===== src/rtl/tfc_pkg.sv =====
// ----------------------------------------------------------------------------
// tfc_pkg
// shared types, constants and crc function for the telemetry frame checker
// ----------------------------------------------------------------------------
package tfc_pkg;

    localparam int MAX_PAYLOAD  = 256;
    localparam int HEADER_BYTES = 14;
    localparam int POS_CAP      = HEADER_BYTES + MAX_PAYLOAD;
    localparam int POS_W        = $clog2(POS_CAP + 1);
    localparam int LEN_CMP_W    = 17;

    localparam int QUEUE_DEPTH  = 4;
    localparam int QUEUE_AW     = $clog2(QUEUE_DEPTH);
    localparam int QUEUE_CW     = $clog2(QUEUE_DEPTH + 1);

    localparam logic [7:0]  SYNC_BYTE    = 8'hA5;
    localparam logic [15:0] CRC_INIT     = 16'hFFFF;
    localparam logic [15:0] CRC_POLY     = 16'h1021;
    localparam logic [7:0]  VERSION_INIT = 8'h01;

    localparam logic [POS_W-1:0] OFF_SYNC    = POS_W'(0);
    localparam logic [POS_W-1:0] OFF_VERSION = POS_W'(1);
    localparam logic [POS_W-1:0] OFF_TOPIC0  = POS_W'(2);
    localparam logic [POS_W-1:0] OFF_TOPIC1  = POS_W'(3);
    localparam logic [POS_W-1:0] OFF_TIME0   = POS_W'(4);
    localparam logic [POS_W-1:0] OFF_TIME1   = POS_W'(5);
    localparam logic [POS_W-1:0] OFF_TIME2   = POS_W'(6);
    localparam logic [POS_W-1:0] OFF_TIME3   = POS_W'(7);
    localparam logic [POS_W-1:0] OFF_SEQ0    = POS_W'(8);
    localparam logic [POS_W-1:0] OFF_SEQ1    = POS_W'(9);
    localparam logic [POS_W-1:0] OFF_LEN0    = POS_W'(10);
    localparam logic [POS_W-1:0] OFF_LEN1    = POS_W'(11);
    localparam logic [POS_W-1:0] OFF_CRC0    = POS_W'(12);
    localparam logic [POS_W-1:0] OFF_CRC1    = POS_W'(13);

    typedef enum logic [1:0] {
        STATUS_OK          = 2'd0,
        STATUS_MALFORMED   = 2'd1,
        STATUS_BAD_VERSION = 2'd2,
        STATUS_CRC_ERROR   = 2'd3
    } status_t;

    typedef struct packed {
        logic [7:0] byte_in;
        logic       last_byte;
    } in_item_t;

    typedef struct packed {
        logic        is_summary;
        logic [7:0]  payload_byte;
        status_t     status;
        logic [7:0]  version_seen;
        logic [15:0] topic;
        logic [31:0] time_stamp;
        logic [15:0] seq_number;
        logic [15:0] declared_length;
        logic [15:0] carried_crc;
    } out_item_t;

    typedef struct packed {
        status_t     status;
        logic [7:0]  version_seen;
        logic [15:0] topic;
        logic [31:0] time_stamp;
        logic [15:0] seq_number;
        logic [15:0] declared_length;
        logic [15:0] carried_crc;
    } summary_t;

    typedef struct packed {
        logic       has_payload;
        logic       has_summary;
        logic [7:0] payload_byte;
        summary_t   summary;
    } queue_item_t;

    function automatic logic [15:0] crc16_feed(input logic [15:0] crc, input logic [7:0] b);
        logic [15:0] c;
        c = crc ^ {b, 8'h00};
        for (int k = 0; k < 8; k++)
        begin
            c = c[15] ? ({c[14:0], 1'b0} ^ CRC_POLY) : {c[14:0], 1'b0};
        end
        return c;
    endfunction

endpackage


===== src/rtl/telemetry_frame_checker_top.sv =====
// ----------------------------------------------------------------------------
// telemetry_frame_checker_top
// a result is registered in the queue, then in the output register
// throughput: 1 byte per cycle unless the queue is full; output 1 transaction
// per cycle unless out_stall, so payload plus summary is two transactions
// reset: async active low, clears packet state, queue; expected version 1
// ----------------------------------------------------------------------------
module telemetry_frame_checker_top (
    input  logic                clk,
    input  logic                rst_n,
    input  logic                in_valid,
    output logic                in_stall,
    input  tfc_pkg::in_item_t   in_data,
    output logic                out_valid,
    input  logic                out_stall,
    output tfc_pkg::out_item_t  out_data,
    input  logic                cfg_wr_en,
    input  logic [7:0]          cfg_wr_data
);
    import tfc_pkg::*;

    logic        q_push;
    queue_item_t q_push_item;
    logic        q_pop;
    queue_item_t q_head;
    logic        q_full;
    logic        q_empty;

    tfc_front u_front (
        .clk         (clk),
        .rst_n       (rst_n),
        .in_valid    (in_valid),
        .in_stall    (in_stall),
        .in_data     (in_data),
        .cfg_wr_en   (cfg_wr_en),
        .cfg_wr_data (cfg_wr_data),
        .push        (q_push),
        .push_item   (q_push_item),
        .q_full      (q_full)
    );

    tfc_queue u_queue (
        .clk       (clk),
        .rst_n     (rst_n),
        .push      (q_push),
        .push_item (q_push_item),
        .pop       (q_pop),
        .head      (q_head),
        .full      (q_full),
        .empty     (q_empty)
    );

    tfc_back u_back (
        .clk       (clk),
        .rst_n     (rst_n),
        .head      (q_head),
        .empty     (q_empty),
        .pop       (q_pop),
        .out_valid (out_valid),
        .out_stall (out_stall),
        .out_data  (out_data)
    );

`ifndef ASSERT_OFF
    a_no_push_when_full: assert property (@(posedge clk) disable iff (!rst_n)
        q_full |-> !q_push)
        else $error("record pushed into full queue");

    a_last_byte_queued: assert property (@(posedge clk) disable iff (!rst_n)
        (in_valid && !in_stall && in_data.last_byte) |=> !q_empty)
        else $error("summary record missing after last byte");

    a_payload_clean: assert property (@(posedge clk) disable iff (!rst_n)
        (out_valid && !out_data.is_summary) |->
        (out_data.status == STATUS_OK && out_data.version_seen == 8'h00
         && out_data.carried_crc == 16'h0000))
        else $error("payload transaction carries summary fields");
`endif

endmodule


===== src/rtl/tfc_front.sv =====
// ----------------------------------------------------------------------------
// tfc_front
// accepts packet bytes, tracks crc and header, queues payload and summaries
// ----------------------------------------------------------------------------
module tfc_front (
    input  logic                clk,
    input  logic                rst_n,
    input  logic                in_valid,
    output logic                in_stall,
    input  tfc_pkg::in_item_t   in_data,
    input  logic                cfg_wr_en,
    input  logic [7:0]          cfg_wr_data,
    output logic                push,
    output tfc_pkg::queue_item_t push_item,
    input  logic                q_full
);
    import tfc_pkg::*;

    logic [POS_W-1:0] pos_reg, pos_next, pos_upd;
    logic [15:0]      crc_reg, crc_next, crc_upd;
    logic             sync_reg, sync_next, sync_upd;
    logic             overrun_reg, overrun_next, overrun_upd;
    logic [7:0]       ver_reg, ver_next, ver_upd;
    logic [15:0]      topic_reg, topic_next, topic_upd;
    logic [31:0]      time_reg, time_next, time_upd;
    logic [15:0]      seq_reg, seq_next, seq_upd;
    logic [15:0]      len_reg, len_next, len_upd;
    logic [15:0]      hcrc_reg, hcrc_next, hcrc_upd;
    logic [7:0]       exp_ver_reg, exp_ver_next;

    logic             accept;
    logic             at_cap;
    logic             in_payload;
    logic [7:0]       b;
    status_t          status;

    assign in_stall = q_full;
    assign accept   = in_valid && !q_full;
    assign b        = in_data.byte_in;

    assign at_cap      = pos_reg >= POS_W'(POS_CAP);
    assign pos_upd     = at_cap ? pos_reg : pos_reg + POS_W'(1);
    assign overrun_upd = overrun_reg | at_cap;
    assign in_payload  = pos_reg >= POS_W'(HEADER_BYTES);
    assign crc_upd     = crc16_feed(crc_reg,
                             (pos_reg == OFF_CRC0 || pos_reg == OFF_CRC1) ? 8'h00 : b);

    // fields start at zero each packet, so each byte lane is written once
    always_comb
    begin
        sync_upd  = sync_reg;
        ver_upd   = ver_reg;
        topic_upd = topic_reg;
        time_upd  = time_reg;
        seq_upd   = seq_reg;
        len_upd   = len_reg;
        hcrc_upd  = hcrc_reg;
        unique case (pos_reg)
            OFF_SYNC:    sync_upd          = (b == SYNC_BYTE);
            OFF_VERSION: ver_upd           = b;
            OFF_TOPIC0:  topic_upd[7:0]    = b;
            OFF_TOPIC1:  topic_upd[15:8]   = b;
            OFF_TIME0:   time_upd[7:0]     = b;
            OFF_TIME1:   time_upd[15:8]    = b;
            OFF_TIME2:   time_upd[23:16]   = b;
            OFF_TIME3:   time_upd[31:24]   = b;
            OFF_SEQ0:    seq_upd[7:0]      = b;
            OFF_SEQ1:    seq_upd[15:8]     = b;
            OFF_LEN0:    len_upd[7:0]      = b;
            OFF_LEN1:    len_upd[15:8]     = b;
            OFF_CRC0:    hcrc_upd[7:0]     = b;
            OFF_CRC1:    hcrc_upd[15:8]    = b;
            default:     ;
        endcase
    end

    always_comb
    begin
        priority if (pos_upd < POS_W'(HEADER_BYTES) || !sync_upd)
            status = STATUS_MALFORMED;
        else if (ver_upd != exp_ver_reg)
            status = STATUS_BAD_VERSION;
        else if (overrun_upd
                 || LEN_CMP_W'(len_upd) > LEN_CMP_W'(MAX_PAYLOAD)
                 || LEN_CMP_W'(pos_upd) != LEN_CMP_W'(HEADER_BYTES) + LEN_CMP_W'(len_upd))
            status = STATUS_MALFORMED;
        else if (crc_upd != hcrc_upd)
            status = STATUS_CRC_ERROR;
        else
            status = STATUS_OK;
    end

    always_comb
    begin
        push_item.has_payload             = in_payload;
        push_item.has_summary             = in_data.last_byte;
        push_item.payload_byte            = b;
        push_item.summary.status          = status;
        push_item.summary.version_seen    = ver_upd;
        push_item.summary.topic           = topic_upd;
        push_item.summary.time_stamp      = time_upd;
        push_item.summary.seq_number      = seq_upd;
        push_item.summary.declared_length = len_upd;
        push_item.summary.carried_crc     = hcrc_upd;
    end

    assign push = accept && (in_payload || in_data.last_byte);

    always_comb
    begin
        pos_next     = pos_reg;
        crc_next     = crc_reg;
        sync_next    = sync_reg;
        overrun_next = overrun_reg;
        ver_next     = ver_reg;
        topic_next   = topic_reg;
        time_next    = time_reg;
        seq_next     = seq_reg;
        len_next     = len_reg;
        hcrc_next    = hcrc_reg;
        exp_ver_next = cfg_wr_en ? cfg_wr_data : exp_ver_reg;
        if (accept)
        begin
            if (in_data.last_byte)
            begin
                pos_next     = '0;
                crc_next     = CRC_INIT;
                sync_next    = 1'b0;
                overrun_next = 1'b0;
                ver_next     = '0;
                topic_next   = '0;
                time_next    = '0;
                seq_next     = '0;
                len_next     = '0;
                hcrc_next    = '0;
            end
            else
            begin
                pos_next     = pos_upd;
                crc_next     = crc_upd;
                sync_next    = sync_upd;
                overrun_next = overrun_upd;
                ver_next     = ver_upd;
                topic_next   = topic_upd;
                time_next    = time_upd;
                seq_next     = seq_upd;
                len_next     = len_upd;
                hcrc_next    = hcrc_upd;
            end
        end
    end

    always_ff @(posedge clk or negedge rst_n)
    begin
        if (!rst_n)
        begin
            pos_reg     <= '0;
            crc_reg     <= CRC_INIT;
            sync_reg    <= 1'b0;
            overrun_reg <= 1'b0;
            ver_reg     <= '0;
            topic_reg   <= '0;
            time_reg    <= '0;
            seq_reg     <= '0;
            len_reg     <= '0;
            hcrc_reg    <= '0;
            exp_ver_reg <= VERSION_INIT;
        end
        else
        begin
            pos_reg     <= pos_next;
            crc_reg     <= crc_next;
            sync_reg    <= sync_next;
            overrun_reg <= overrun_next;
            ver_reg     <= ver_next;
            topic_reg   <= topic_next;
            time_reg    <= time_next;
            seq_reg     <= seq_next;
            len_reg     <= len_next;
            hcrc_reg    <= hcrc_next;
            exp_ver_reg <= exp_ver_next;
        end
    end

endmodule


===== src/rtl/tfc_queue.sv =====
// ----------------------------------------------------------------------------
// tfc_queue
// small fifo of pending records between the front and back parts
// ----------------------------------------------------------------------------
module tfc_queue (
    input  logic                 clk,
    input  logic                 rst_n,
    input  logic                 push,
    input  tfc_pkg::queue_item_t push_item,
    input  logic                 pop,
    output tfc_pkg::queue_item_t head,
    output logic                 full,
    output logic                 empty
);
    import tfc_pkg::*;

    queue_item_t         slot_reg [QUEUE_DEPTH];
    logic [QUEUE_AW-1:0] wr_ptr_reg, wr_ptr_next;
    logic [QUEUE_AW-1:0] rd_ptr_reg, rd_ptr_next;
    logic [QUEUE_CW-1:0] count_reg, count_next;
    logic                do_push, do_pop;

    assign full    = count_reg == QUEUE_CW'(QUEUE_DEPTH);
    assign empty   = count_reg == '0;
    assign head    = slot_reg[rd_ptr_reg];
    assign do_push = push && !full;
    assign do_pop  = pop && !empty;

    always_comb
    begin
        wr_ptr_next = do_push ? wr_ptr_reg + QUEUE_AW'(1) : wr_ptr_reg;
        rd_ptr_next = do_pop ? rd_ptr_reg + QUEUE_AW'(1) : rd_ptr_reg;
        count_next  = count_reg;
        if (do_push && !do_pop)
            count_next = count_reg + QUEUE_CW'(1);
        else if (do_pop && !do_push)
            count_next = count_reg - QUEUE_CW'(1);
    end

    always_ff @(posedge clk)
    begin
        if (do_push)
            slot_reg[wr_ptr_reg] <= push_item;
    end

    always_ff @(posedge clk or negedge rst_n)
    begin
        if (!rst_n)
        begin
            wr_ptr_reg <= '0;
            rd_ptr_reg <= '0;
            count_reg  <= '0;
        end
        else
        begin
            wr_ptr_reg <= wr_ptr_next;
            rd_ptr_reg <= rd_ptr_next;
            count_reg  <= count_next;
        end
    end

endmodule


===== src/rtl/tfc_back.sv =====
// ----------------------------------------------------------------------------
// tfc_back
// drains queued records into payload and summary transactions
// ----------------------------------------------------------------------------
module tfc_back (
    input  logic                 clk,
    input  logic                 rst_n,
    input  tfc_pkg::queue_item_t head,
    input  logic                 empty,
    output logic                 pop,
    output logic                 out_valid,
    input  logic                 out_stall,
    output tfc_pkg::out_item_t   out_data
);
    import tfc_pkg::*;

    logic      valid_reg, valid_next;
    out_item_t item_reg, item_next;
    logic      split_reg, split_next;
    logic      load;

    assign out_valid = valid_reg;
    assign out_data  = item_reg;
    assign load      = !valid_reg || !out_stall;

    always_comb
    begin
        valid_next = valid_reg;
        item_next  = item_reg;
        split_next = split_reg;
        pop        = 1'b0;
        if (load)
        begin
            valid_next = !empty;
            if (!empty)
            begin
                if (head.has_payload && !split_reg)
                begin
                    item_next              = '0;
                    item_next.payload_byte = head.payload_byte;
                    item_next.status       = STATUS_OK;
                    if (head.has_summary)
                        split_next = 1'b1;
                    else
                        pop = 1'b1;
                end
                else
                begin
                    item_next.is_summary      = 1'b1;
                    item_next.payload_byte    = '0;
                    item_next.status          = head.summary.status;
                    item_next.version_seen    = head.summary.version_seen;
                    item_next.topic           = head.summary.topic;
                    item_next.time_stamp      = head.summary.time_stamp;
                    item_next.seq_number      = head.summary.seq_number;
                    item_next.declared_length = head.summary.declared_length;
                    item_next.carried_crc     = head.summary.carried_crc;
                    split_next                = 1'b0;
                    pop                       = 1'b1;
                end
            end
        end
    end

    always_ff @(posedge clk)
    begin
        item_reg <= item_next;
    end

    always_ff @(posedge clk or negedge rst_n)
    begin
        if (!rst_n)
        begin
            valid_reg <= 1'b0;
            split_reg <= 1'b0;
        end
        else
        begin
            valid_reg <= valid_next;
            split_reg <= split_next;
        end
    end

endmodule

===== config.mk =====
export PLATFORM = sky130hd
export DESIGN_NAME = telemetry_frame_checker_top
export DESIGN_NICKNAME = d
export VERILOG_FILES = /design/src/rtl/tfc_pkg.sv /design/src/rtl/telemetry_frame_checker_top.sv /design/src/rtl/tfc_front.sv /design/src/rtl/tfc_queue.sv /design/src/rtl/tfc_back.sv
export SDC_FILE = /design/constraint.sdc
export NUM_CORES = 1
export LEC_CHECK = 0
export BUFFER_PORTS_ARGS = -buffer_cell sky130_fd_sc_hd__buf_2
export CAP_MARGIN = 20
export CORE_MARGIN = 3
export CORE_UTILIZATION = 35
export CTS_CLUSTER_SIZE = 24
export DETAILED_ROUTE_END_ITERATION = 12
export PLACE_DENSITY_LB_ADDON = 0.1
export SYNTH_ARGS = -nofsm -noshare
export SYNTH_HDL_FRONTEND = slang
export SYNTH_HIERARCHICAL = 1
export SYNTH_SLANG_ARGS = --single-unit

===== constraint.sdc =====
create_clock -name clk -period 10.8 [get_ports clk]
set_input_delay 1.62 -clock clk [delete_from_list [all_inputs] [get_ports clk]]
set_output_delay 1.62 -clock clk [all_outputs]
set_load 0.03 [all_outputs]

==> flow_summary.yaml <==
status:
  status: "finished, final reports clean"
routing:
  post_drt_via_cell_ratio: 5.00
  drc: 0
  dr.pass1.iters: 5
  drt-total-wl_um: 68100
  drtIter0Drc: 1076
  vias: 14900
  ant_nets: 0
  wl_per_cell_um: 22.8
grt:
  grt_overflow_total: 0
  grt_pass1_vias: 15800
  antenna_found_initial: 3
  grt_pass1_wl_um: 103000
  grt_max_degree: 87
  grtUsageTotal: 0.157
pwr:
  power_density_nw_per_um2: 286
  power.leakage_uw: 0.0124
  irDropWorstVdd_mv: 0.112
placement:
  place.gp.congestion: 0.771
  port_buffers: 138
  dp_hpwl_um: 39000
  place_inst: 2833
sta:
  setup_viol_count_final: 0
  worst_pin_slew_ps: 1090
  setup_tns_ps: 0
  rsz0062_at_grt: "no"
  maxSlewHeadroom: 0.276
  fmax_mhz: 213
  drv_slew: 0
  fin_crit_sh: 0.434
  finClkSkew_ps: 27.1
  report.final.hold_viol_count: 0
  fin_crit_ps: 4680
hold_path:
  min-delay-start: "u_front/ver_reg[4]"
  hold_class: "reg -> reg"
  worstHoldPathCells: 2
  min_to: "u_front/ver_reg[4]"
critical_path:
  endpoint_kind: "flop"
  crit_required_ps: 11040
  rr_startpoint: "u_front/pos_reg[0]"
  cp-start-kind: "input port"
  cp_max_fo: 56
  cp_top_family: "simple AND/OR/NAND/NOR gates"
  cp_common_cell: "buf_4"
  cp_num_buf_inv: 3
  r2r_end: "u_queue/slot_reg[3][104]"
  critPathKind: "in -> reg"
  cp_cell_sequence: "buf_2, nand2b_4, nor2_1, nor2b_1, and2_4, buf_4, buf_4"
  reg2reg_slack_ps: 6160
  slowest_stage: "buf_4"
  max_stage_delay_ps: 670
  critPathArrivalTime_ps: 4930
  rr_worst_depth: 12
synth:
  async_flop_share: 0.204
  synth.area.top_cells: "edfxtp_1, dfrtp_1, mux4_2"
  synth_edf_count: 579
  syn_inst: 1665
  ys.flop_type: "edfxtp_1"
  synth_commonest_cells: "edfxtp_1, dfrtp_1, mux4_2"
  yosys.area.top_type: "edfxtp_1"
  synth_most_common_cell: "edfxtp_1"
  synth_top_area_share: 0.589
  syn-cell-area_um2: 29500
  yosysSeqAreaShare: 0.715
  synth_nets: 1698
  ys_seq_elements: 727
  synth_cell_types: 69
  synth_warnings: 6
  avgSynthCellArea_um2: 17.7
layout:
  final_nets: 1826
  fin_util: 0.408
  instances_no_fill: 2982
  largest_register_ffs: 464
  synthToLayoutAreaGrowth_pct: 14.5
  layout-drive-gt1-share: 0.286
cts:
  clk_latency_ps: 620
  h-tree-depth: 3
  holdBufCountCts: 0
  tritoncts: "yes"
  cts.sinks: 727
  cts_resized: 0
  cts_buffers: 81
  cts.reportedPaths.clkPinSlew_ps: 50
  cts.path.max_buffers: 3
  postCtsSetupRepairBufs: 0
  cts_root_buffer: "clkbuf_16"
floorplan:
  die_area_um2: 87900
  rows: 105
  io_pins: 139
  coreArea_um2: 82900
  die_h_um: 297
  floorplan.initialDensity: 0.356
  fp.dieW_um: 297
flow_run:
  maxCapViolations: 0
[where the power goes]
group / total (µW) / leakage [µW] / internal, µW / switching (µW)
sequential: 4060 / 0.00742 / 3830 / 237
clock: 2640 / 0.00125 / 1550 / 1090
combinational: 2960 / 0.00372 / 1130 / 1820
[layer usage]
| metal | vias up | wire length (µm) | global-route usage | part of all wire |
|---|---|---|---|---|
| li1 | 6673 | - | - | - |
| met1 | 7862 | 31800 | 0.223 | 0.47 |
| met2 | 309 | 32600 | 0.252 | 0.48 |
| met3 | 71 | 2590 | 0.0259 | 0.038 |
| met4 | 2 | 1070 | 0.0433 | 0.016 |
| met5 | - | 13 | 0 | 0.00019 |
[worst reg2reg max path, delay by kind of cell (launching register included)]
family	cells	cell delay, ps
multiplexers	1	540
adder cells (fa/ha/maj)	2	570
buffers and inverters	1	160
AO/OA/AOI/OAI	4	1180
flip-flops	1	480
AND/OR/NAND/NOR	3	1230
XOR/XNOR	1	150
[cell families after synthesis]
| group | Yosys count | synth area share |
|---|---|---|
| DFF | 727 | 0.715 |
| and+or+nand+nor | 288 | 0.0564 |
| muxes | 238 | 0.133 |
| AOI/OAI and AO/OA | 178 | 0.0439 |
| buffers and inverters | 153 | 0.0241 |
| xor gates and xnor gates | 70 | 0.0225 |
| adders and majority gates | 11 | 0.00491 |
[cell type report]
type,instances,area [µm²]
Fill cell,7497,49100
Tap cell,1123,1410
Sequential cell,727,21100
Clock inverter,39,305
Antenna cell,1,2.50
Timing Repair Buffer,159,855
Inverter,39,148
Multi-Input combinational cell,785,7750
Clock buffer,109,2240
[through the flow]
step / cell area (µm²) / total power [µW] / worst slack [ps] / hold WS [ps]
final: 33800 / 9660 / 6120 / 478
after global routing: 33800 / 10200 / 5780 / 494
after CTS: 33800 / 9860 / 6040 / 482
after detailed placement: 31300 / 7160 / 5390 / 470
after global placement: 31300 / 7130 / 5400 / 461
after floorplan: 29500 / 6300 / 1930 / 445
[how the worst max path moves through the flow]
stage                                   from                  endpoint  cells after the start
final                               in_valid   u_queue/slot_reg[0][84]                      7
after global placement              in_valid   u_queue/slot_reg[0][85]                      7
after detailed placement            in_valid   u_queue/slot_reg[0][84]                      7
after floorplan                    out_stall      u_queue/count_reg[1]                      7
after CTS                           in_valid   u_queue/slot_reg[0][92]                      7
after global routing      u_front/pos_reg[0]  u_queue/slot_reg[3][104]                     12
[placed cells by master (no fill, tap or decap), drive strengths merged, types with 7 or more instances in the layout]
master,count
nor2,27
clkinv,34
dfrtp,131
o22a,8
xnor2,47
mux2,85
dfstp,17
nand2,68
mux4,116
edfxtp,579
buf,159
a21oi,17
nor3,12
or4,7
xor2,20
mux2i,37
o21ai,49
ha,10
inv,38
nor4,7
clkbuf,109
nor2b,7
and2,122
a22o,73
Power figures use the tool's default switching activity.
